$ cat src/hdl/setq_pkg.sv
`timescale 1ns / 1ps
// ----------------------------------------------------------------------------
// setq_pkg
// Types, constants and helpers shared by the sorted expiry timer queue.
// ----------------------------------------------------------------------------
package setq_pkg;

	localparam int ID_W      = 4;
	localparam int TIME_W    = 32;
	localparam int NUM_IDS   = 2 ** ID_W;
	localparam int MAX_OUT   = 16;
	localparam int CNT_W     = $clog2(MAX_OUT + 1);

	typedef enum logic [1:0] {
		OP_START_REL = 2'd0,
		OP_START_ABS = 2'd1,
		OP_STOP      = 2'd2,
		OP_TICK      = 2'd3
	} op_t;

	localparam logic STATUS_OK   = 1'b0;
	localparam logic STATUS_BUSY = 1'b1;

	// one queue entry held by a cell
	typedef struct packed {
		logic              v;
		logic [ID_W-1:0]   id;
		logic [TIME_W-1:0] exp;
	} entry_t;

	// walking token: an insert carries the entry being placed (later the
	// displaced one), a delete carries the id to find and then pulls left
	typedef struct packed {
		logic              v;
		logic              del;
		logic              found;
		logic [ID_W-1:0]   id;
		logic [TIME_W-1:0] exp;
	} tok_t;

	// wrap-safe order: a is before b when (a - b) is negative
	function automatic logic is_before(input logic [TIME_W-1:0] a,
	                                   input logic [TIME_W-1:0] b);
		logic [TIME_W-1:0] d;
		d = a - b;
		return d[TIME_W-1];
	endfunction

endpackage

$ cat src/hdl/setq_cell.sv
`timescale 1ns / 1ps
// ----------------------------------------------------------------------------
// setq_cell
// One slot of the sorted chain: holds an entry, passes the walking token on.
// ----------------------------------------------------------------------------
module setq_cell (
	input  logic            clk,
	input  logic            arst_n,
	input  logic            pop,
	input  setq_pkg::tok_t  tok_in,
	input  setq_pkg::entry_t right,
	output setq_pkg::tok_t  tok_out,
	output setq_pkg::entry_t res
);

	setq_pkg::entry_t res_q, res_d;
	setq_pkg::tok_t   tok_q, tok_d;
	logic             take;
	logic             pull;

	always_comb begin
		res_d = res_q;
		tok_d = tok_in;
		tok_d.v = 1'b0;
		take = tok_in.found || !res_q.v || setq_pkg::is_before(tok_in.exp, res_q.exp);
		pull = tok_in.found || (res_q.v && (res_q.id == tok_in.id));
		if (pop) begin
			res_d = right;
		end else if (tok_in.v) begin
			if (!tok_in.del) begin
				if (take) begin
					// drop the carried entry here, carry the old one onward
					res_d.v   = 1'b1;
					res_d.id  = tok_in.id;
					res_d.exp = tok_in.exp;
					tok_d.v     = res_q.v;
					tok_d.found = 1'b1;
					tok_d.id    = res_q.id;
					tok_d.exp   = res_q.exp;
				end else begin
					tok_d = tok_in;
				end
			end else begin
				if (pull) begin
					res_d = right;
					tok_d.found = 1'b1;
					tok_d.v = right.v;
				end else begin
					tok_d.v = res_q.v;
				end
			end
		end
	end

	always_ff @(posedge clk or negedge arst_n) begin
		if (!arst_n) begin
			res_q <= '0;
			tok_q <= '0;
		end else begin
			res_q <= res_d;
			tok_q <= tok_d;
		end
	end

	assign tok_out = tok_q;
	assign res     = res_q;

endmodule

$ cat src/hdl/sorted_expiry_timer_queue.sv
`timescale 1ns / 1ps
// ----------------------------------------------------------------------------
// sorted_expiry_timer_queue
// Timer queue kept sorted by 32-bit expiry in a chain of cells.
// ----------------------------------------------------------------------------
// The queue lives in a row of SLOTS cells, head first. A start or stop
// launches a token that walks the row one cell per clock, inserting the
// timer in place or pulling the tail left over the stopped one; a start or
// stop that walks gives its result beat once the token walk has ended.
// A refused start, a stop of an idle timer or an out-of-range id sends no
// token. A tick gives one beat when nothing is due, else one beat per
// expired timer: the whole row shifts toward the head in one clock per
// expiry beat while the output is not stalled, at most 16 per tick.
// A new item is taken once the previous one is done; its last beat may
// still sit in the output register. Reset is immediate, no clearing pass.
// ----------------------------------------------------------------------------
module sorted_expiry_timer_queue #(
	parameter int SLOTS = 16
) (
	input  logic        clk,
	input  logic        arst_n,
	input  logic        in_valid,
	output logic        in_ready,
	input  logic [1:0]  op,
	input  logic [3:0]  timer_id,
	input  logic [31:0] time_value,
	output logic        out_valid,
	input  logic        out_ready,
	output logic        status,
	output logic        expired_valid,
	output logic [3:0]  expired_id,
	output logic        last,
	output logic [31:0] current_time
);

	typedef enum logic [2:0] {
		ST_IDLE = 3'b001,
		ST_WALK = 3'b010,
		ST_SCAN = 3'b100
	} state_t;

	state_t state_q;

	setq_pkg::entry_t res_ent [SLOTS];
	setq_pkg::tok_t   tok_chain [SLOTS+1];
	logic [SLOTS-1:0] tok_busy;
	setq_pkg::entry_t empty_ent;

	setq_pkg::tok_t   launch_q;
	logic [setq_pkg::NUM_IDS-1:0] active_q;
	logic [31:0]      tick_q;
	logic             status_q;
	logic [setq_pkg::CNT_W-1:0] n_q;
	logic             pop;

	logic             in_acc;
	logic             out_free;
	logic             chain_busy;
	logic             id_ok;
	logic             is_act;
	logic [31:0]      now1;
	logic             due0;
	logic             due1;
	logic             final_beat;
	logic             launch_go;
	logic             beat_go;

	assign empty_ent = '0;
	assign tok_chain[0] = launch_q;

	for (genvar i = 0; i < SLOTS; i++) begin : g_cell
		setq_cell u_cell (
			.clk    (clk),
			.arst_n (arst_n),
			.pop    (pop),
			.tok_in (tok_chain[i]),
			.right  ((i == SLOTS - 1) ? empty_ent : res_ent[(i + 1) % SLOTS]),
			.tok_out(tok_chain[i+1]),
			.res    (res_ent[i])
		);
		assign tok_busy[i] = tok_chain[i+1].v;
	end

	assign in_ready   = (state_q == ST_IDLE);
	assign in_acc     = in_valid && in_ready;
	assign out_free   = !out_valid || out_ready;
	assign chain_busy = launch_q.v || (|tok_busy);
	assign id_ok      = ({28'd0, timer_id} < 32'(SLOTS));
	assign is_act     = active_q[timer_id];

	// stop of a queued timer or start of an idle one sends a token
	assign launch_go = in_acc && (op != setq_pkg::OP_TICK) && id_ok &&
	                   ((op == setq_pkg::OP_STOP) ? is_act : !is_act);
	assign beat_go   = ((state_q == ST_WALK) && !chain_busy && out_free) ||
	                   ((state_q == ST_SCAN) && out_free);

	// head is due when (now + 1 - expiry) is not negative
	assign now1  = tick_q + 32'd1;
	assign due0  = res_ent[0].v && !setq_pkg::is_before(now1, res_ent[0].exp);
	assign due1  = res_ent[1].v && !setq_pkg::is_before(now1, res_ent[1].exp);
	assign final_beat = !due1 || (n_q == setq_pkg::CNT_W'(setq_pkg::MAX_OUT - 1));
	assign pop   = (state_q == ST_SCAN) && out_free && due0;

	always_ff @(posedge clk or negedge arst_n) begin
		if (!arst_n) begin
			state_q   <= ST_IDLE;
			launch_q  <= '0;
			active_q  <= '0;
			tick_q    <= '0;
			n_q       <= '0;
			out_valid <= 1'b0;
		end else begin
			launch_q.v <= launch_go;
			out_valid  <= beat_go || (out_valid && !out_ready);
			if (in_acc) begin
				launch_q.del   <= (op == setq_pkg::OP_STOP);
				launch_q.found <= 1'b0;
				launch_q.id    <= timer_id;
				launch_q.exp   <= (op == setq_pkg::OP_START_REL) ? (tick_q + time_value)
				                                                 : time_value;
			end
			unique case (state_q)
				ST_IDLE: begin
					if (in_acc) begin
						if (op == setq_pkg::OP_TICK) begin
							tick_q  <= tick_q + 32'd1;
							n_q     <= '0;
							state_q <= ST_SCAN;
						end else begin
							state_q <= ST_WALK;
							if (launch_go) begin
								active_q[timer_id] <= (op != setq_pkg::OP_STOP);
							end
						end
					end
				end
				ST_WALK: begin
					if (!chain_busy && out_free) begin
						state_q <= ST_IDLE;
					end
				end
				ST_SCAN: begin
					if (out_free) begin
						if (due0) begin
							active_q[res_ent[0].id] <= 1'b0;
							n_q <= n_q + 1'b1;
							if (final_beat) begin
								state_q <= ST_IDLE;
							end
						end else begin
							state_q <= ST_IDLE;
						end
					end
				end
				default: state_q <= ST_IDLE;
			endcase
		end
	end

	// result fields
	always_ff @(posedge clk) begin
		if (in_acc) begin
			status_q <= (id_ok && is_act && op != setq_pkg::OP_STOP) ?
			            setq_pkg::STATUS_BUSY : setq_pkg::STATUS_OK;
		end
		if (state_q == ST_WALK && !chain_busy && out_free) begin
			status        <= status_q;
			expired_valid <= 1'b0;
			expired_id    <= '0;
			last          <= 1'b1;
			current_time  <= tick_q;
		end
		if (state_q == ST_SCAN && out_free) begin
			status        <= setq_pkg::STATUS_OK;
			expired_valid <= due0;
			expired_id    <= due0 ? res_ent[0].id : '0;
			last          <= due0 ? final_beat : 1'b1;
			current_time  <= tick_q;
		end
	end

endmodule

$ cat config.mk
export PLATFORM = sky130hd
export DESIGN_NAME = sorted_expiry_timer_queue
export DESIGN_NICKNAME = d
export VERILOG_FILES = /design/src/hdl/setq_pkg.sv /design/src/hdl/setq_cell.sv /design/src/hdl/sorted_expiry_timer_queue.sv
export SDC_FILE = /design/constraint.sdc
export NUM_CORES = 2
export LEC_CHECK = 0
export BUFFER_PORTS_ARGS = -buffer_cell sky130_fd_sc_hd__buf_2
export CAP_MARGIN = 20
export CORE_ASPECT_RATIO = 0.7
export CORE_MARGIN = 2
export CORE_UTILIZATION = 55
export CTS_CLUSTER_SIZE = 10
export DETAILED_ROUTE_END_ITERATION = 6
export PLACE_DENSITY = 0.71
export SETUP_SLACK_MARGIN = 0.4
export SYNTH_ARGS = -nofsm -noshare
export SYNTH_HDL_FRONTEND = slang
export SYNTH_HIERARCHICAL = 1
export SYNTH_SLANG_ARGS = --single-unit
export TNS_END_PERCENT = 30
$ cat constraint.sdc
create_clock -name clk -period 30.7 [get_ports clk]
set_input_delay 3.07 -clock clk [delete_from_list [all_inputs] [get_ports clk]]
set_output_delay 3.07 -clock clk [all_outputs]
set_load 0.03 [all_outputs]
After elaboration in Yosys (flattened, before gate mapping):

Cells that the tools add are included.

* bits in latches: 0
* register bits after elaboration: 1313
* memories: 0
* bits of input ports: 42
* word-level logic and storage cells: 652
* bits in writable memories: 0
* memory bits (read-only): 0
* output and inout port bits: 41

* multiply operators: 0
* add/subtract/negate cells: 21
* equality and inequality tests: 48
* bitwise gates (word level): 2
* reductions and logical operators: 160
* divide/modulo/power cells: 0
* magnitude comparators: 4
* shift operators: 0
* multiplexer cells: 278

Operator list (count)
* $mux 37: 96
* $mux 39: 32
* $mux 36: 16
* $sub 32x32->32: 18
* $mux 1: 106
* $mux 32: 3
* $mux 16: 5
* $eq 4x4->1: 16
* $logic_or 1x1->1: 51
* $reduce_and 3->1: 17
* $reduce_bool 3->1: 16
* $ne 3x2->1 const B: 14
* $reduce_bool 2->1: 18
* $add 32x1->32 const B: 1
* $add 32x32->32: 1
* $pmux 16 s2: 1
* $logic_and 1x1->1: 30
* $logic_not 1->1: 23
* $mux 5: 4
* $mux 3: 6
* $and 16x16->16: 1
* $bwmux 16: 1
* $not 16->16: 1
* $reduce_or 16->1: 1
* 21 further kinds: 35

Logic depth before layout (Yosys ltp):

* depth in word-level cells: 10
* gate-level depth with buffers: 24
* gate-level depth less buffers: 23

Hierarchy:

Netlist, hierarchy kept.

Modules (own cells, without submodules)
* setq_cell at g_cell[0].u_cell ...: area an instance 4078.9 um^2, sequential area each 1901.8 um^2, cells an instance 330, times used 15
* sorted_expiry_timer_queue: area an instance 9648.0 um^2, sequential area each 3569.7 um^2, cells an instance 1087, times used 1
* setq_cell at g_cell[9].u_cell: area an instance 4441.8 um^2, sequential area each 1901.8 um^2, cells an instance 431, times used 1

Worst setup path before layout:

OpenSTA, ideal clock, no wires.

* path kind: register to register
* start: register tick_q[0]
* end: register g_cell[9].u_cell.res_q, in the netlist g_cell[9].u_cell/res[33]
* period minus slack after synthesis: 9975 ps
* data required time: 30596 ps
* arrival: 9872 ps
* library setup time: 104 ps
* setup slack: 20725 ps
* buffers on the path: 1
* stages on the path, launching flop included: 24
* cell sequence: dfrtp_1 ha_1 and3_1 and3_1 nand3_1 nor3b_1 nand3_1 nor2_1 nand3_1 nor2_1 xor2_1 ha_1 and4_1 a21oi_1 o211ai_1 a21oi_1 xnor2_1 nand2_1 nor3_1 inv_1 a22oi_1 nand3_1 clkbuf_1 a221oi_1

* word-level cells in the longest chain between the ends: 7
* elaborated cells on any way between the ends: 10
* classes of those cells: add/sub (2); eq/ne (1); mux (1); reduce/logical (6)

RTL lines
* start, declared: line sorted_expiry_timer_queue.sv:51 `logic [31:0] tick_q;`
* start signal, assigned: line sorted_expiry_timer_queue.sv:126 `tick_q <= tick_q + 32'd1;`
* $add 32x1->32 *: line sorted_expiry_timer_queue.sv:98 `assign now1 = tick_q + 32'd1;`
* named net now1[30]: line sorted_expiry_timer_queue.sv:61 `logic [31:0] now1;`
* $sub 32x32->32 *: line setq_pkg.sv:45 `d = a - b;`
* $logic_not 1->1 *: line sorted_expiry_timer_queue.sv:99 `assign due0 = res_ent[0].v && !setq_pkg::is_before(now1, res_ent[0].exp);`
* $logic_and 1x1->1 *: line sorted_expiry_timer_queue.sv:99
* $logic_and 1x1->1 *: line sorted_expiry_timer_queue.sv:102 `assign pop = (state_q == ST_SCAN) && out_free && due0;`
* named net pop: line sorted_expiry_timer_queue.sv:54 `logic pop;`
* $ne 3x2->1 (no line), or another cell as far along
* $reduce_and 3->1 (no line)
* end signal, assigned: line setq_cell.sv:60 `res_q <= res_d;`
* end, declared: line setq_cell.sv:16 `setq_pkg::entry_t res_q, res_d;`

Mark *: on every way through the listed nets, which the timed path passes. The rest lies on a longest branch.
A chain may end at the register's enable or synchronous reset.

Worst setup path in the final report:

* start: register tick_q[0]
* end: register g_cell[9].u_cell.res_q, in the netlist g_cell[9].u_cell/res[19]

The elaborated chain is that of the path after synthesis.

==> metrics.md <==
| Metric | Value |
|---|---|
| Status | `complete, no violations` |
| DR top layer | `met4` |
| Sequential Power Share | `38.1%` |
| Met3 Wirelength | `8.05 mm` |
| Nets | `7,129` |
| Via Count | `48,721` |
| Critical Path RT | `31,320 ps` |
| Root Driver | `clkbuf_16` |
| Final GP Congestion | `0.890` |
| Fin. Hold Viols | `0` |
| TritonCTS clock tree | `yes` |
| Mapped Avg Cell Area | `11.6 um2` |
| CTS Hold Bufs | `0` |
| Vias in the first global route | `50,479` |
| Final setup vio count | `0` |
| Setup TNS | `0 ps` |
| Slew @ Worst Pin | `1070 ps` |
| DRC violation count after routing | `0` |
| Met2 wire len | `81.1 mm` |
| Reg2reg setup slack | `22,360 ps` |
| TritonCTS Buffers | `150` |
| Clock Path Buffers | `3` |
| Commonest non-fill, non-tap cell in the layout | `dfrtp_1` |
| Power per cell area | `108 mW/mm2` |
| Critical path peak fanout | `46` |
| Final wirelength | `176 mm` |
| Antenna diodes | `0` |
| Worst hold start | `n_q[3]` |
| Layout area overhead | `8.47%` |
| Clock Skews | `26.7 ps` |
| Synth Instances | `6,385` |
| DR pass1 iterations | `5` |
| Leak pwr | `37.4 nW` |
| Hold path depth | `1` |
| Antenna violations before repair | `1` |
| Die height | `311 um` |
| CP Launch Type | `register` |
| Maximum vdd drop | `0.0000809 V` |
| Initial Util | `55.4%` |
| Clock Sinks | `1,313` |
| Worst r2r dst | `g_cell[9].u_cell/res[19]` |
| DRT iter0 DRCs | `3,340` |
| Worst-Skew Late Latency | `770 ps` |
| Fmax | `120 MHz` |
| Row count | `112` |
| WP data arrival | `8970 ps` |
| Hold_ws | `477 ps` |
| Warnings, synthesis | `6` |
| Worst-path clk slew | `60 ps` |
| Final Max Tran Viols | `0` |
| Core Region | `0.133 mm2` |
| Worst slew margin | `27.9%` |
| Sink of the worst hold path | `n_q[3]` |
| Die ar. | `0.137 mm2` |
| Worst reg2reg startpoint | `tick_q[0]` |
| Vias/cell | `5.86` |
| FF-to-FF path depth | `24` |
| RSZ-0062 raised after global routing | `false` |
| Combinational share of power | `43.4%` |
| Switching power | `3.53 mW` |
| Grt total ovfl | `0` |
| First-pass GRT wire length | `284 mm` |
| Wire per inst | `21.2 um` |
| IO Pins | `83` |
| Cells after DPL | `8,125` |
| Pin count of the biggest net entering global routing | `181` |
| Internal power | `5.10 mW` |
| Max-Cap Viols | `0` |
| Period minus WS final | `8340 ps` |
| Total power draw | `8.63 mW` |
| Mapped cell area | `0.0738 mm2` |
| Post-DP HPWL | `127 mm` |
| GRT Total Usage | `25.7%` |
| Worst setup path class | `register to register` |
| Switching share of total power | `40.9%` |
| Worst min path class | `register to register` |
| Number of port buffers | `82` |
| Most frequent cells in the layout | `dfrtp_1, mux2i_1, ha_1, inv_1, mux2_2` |
| Final period util | `27.2%` |
| Power share of the clock group | `18.5%` |
| Share of cells above drive strength 1 | `15.3%` |
| H-tree depth reported by CTS | `4` |
| Length of routed wiring on met1 | `83.7 mm` |
| Resize count post-CTS | `0` |
| Post CTS Setup Buffer Count | `0` |
| Non-Filler Instances | `8,313` |
| Worst Setup End Kind | `register` |
| Die X | `442 um` |
| ANT nets after route | `0` |
sequential cells by signal (all words and copies together) (netlist names):
name / flops
status: 1
expired_valid: 1
current_time: 32
launch_q: 38
tick_q: 32
state_q: 3
active_q: 16
status_q: 1
out_valid: 1
n_q: 5
expired_id: 4
g_cell.u_cell/res: 592
last: 1
g_cell.u_cell/tok_out: 586
power by group through the flow:
stage | combinational, mW | sequential [mW] | clock, mW
after floorplan | 2.90 | 2.94 | 0
after global placement | 3.59 | 3.27 | 0
after detailed placement | 3.70 | 3.29 | 0
after CTS | 3.74 | 3.28 | 1.63
after global routing | 4.20 | 3.37 | 1.70
final | 3.75 | 3.29 | 1.60
worst max path at each step:
stage               cells after the start       from                  endpoint  slack [ps]
floorplan                              23  tick_q[0]  g_cell[9].u_cell/res[33]       20720
global placement                       24  tick_q[0]  g_cell[9].u_cell/res[22]       22860
detailed placement                     24  tick_q[0]  g_cell[9].u_cell/res[10]       22590
CTS                                    24  tick_q[0]  g_cell[9].u_cell/res[31]       22540
global route                           24  tick_q[0]  g_cell[9].u_cell/res[19]       21730
finish                                 24  tick_q[0]  g_cell[9].u_cell/res[19]       22360
worst max-delay path: stages, from the launching register on:
cell and delay, ps:
dfrtp_1 470, ha_1 260, and3_1 240, and3_1 320, nand3_1 290, nor3b_1 550
nand3_1 240, nor2_1 250, nand3_1 190, nor2_1 170, xor2_1 270, ha_1 300
and4_1 220, a21oi_1 150, o211ai_1 100, a21oi_1 250, xnor2_1 270, nand2_1 170
nor3_2 370, buf_4 670, buf_4 540, inv_1 200, a22oi_1 310, nand3_2 750
a221oi_1 580
layout make-up:
type,count,area [um2]
clock buffers,179,4020
clock inverters,8,106
fillers,10623,53200
inverters,566,2120
multi-input cells,4325,37600
flip-flops and latches,1313,33000
well taps,1767,2210
repair buffers,155,1020
layer usage:
layer / vias to the layer above / GRT usage [%]
li1: 22860 / -
met1: 24495 / 37.8
met2: 1126 / 40.3
met3: 240 / 3.18
met4: 0 / 6.87
met5: - / 0
metrics by stage:
stage	cell area, um2	utilization [%]	worst slack [ps]
3_5_place_dp	75900	57.0	22590
5_1_grt	80100	60.1	21730
2_1_floorplan	74000	-	20720
6_report	80100	60.1	22360
4_1_cts	80100	60.1	22540
3_3_place_gp	75900	57.0	22860
No activity file was read; power rests on OpenSTA's default activity.
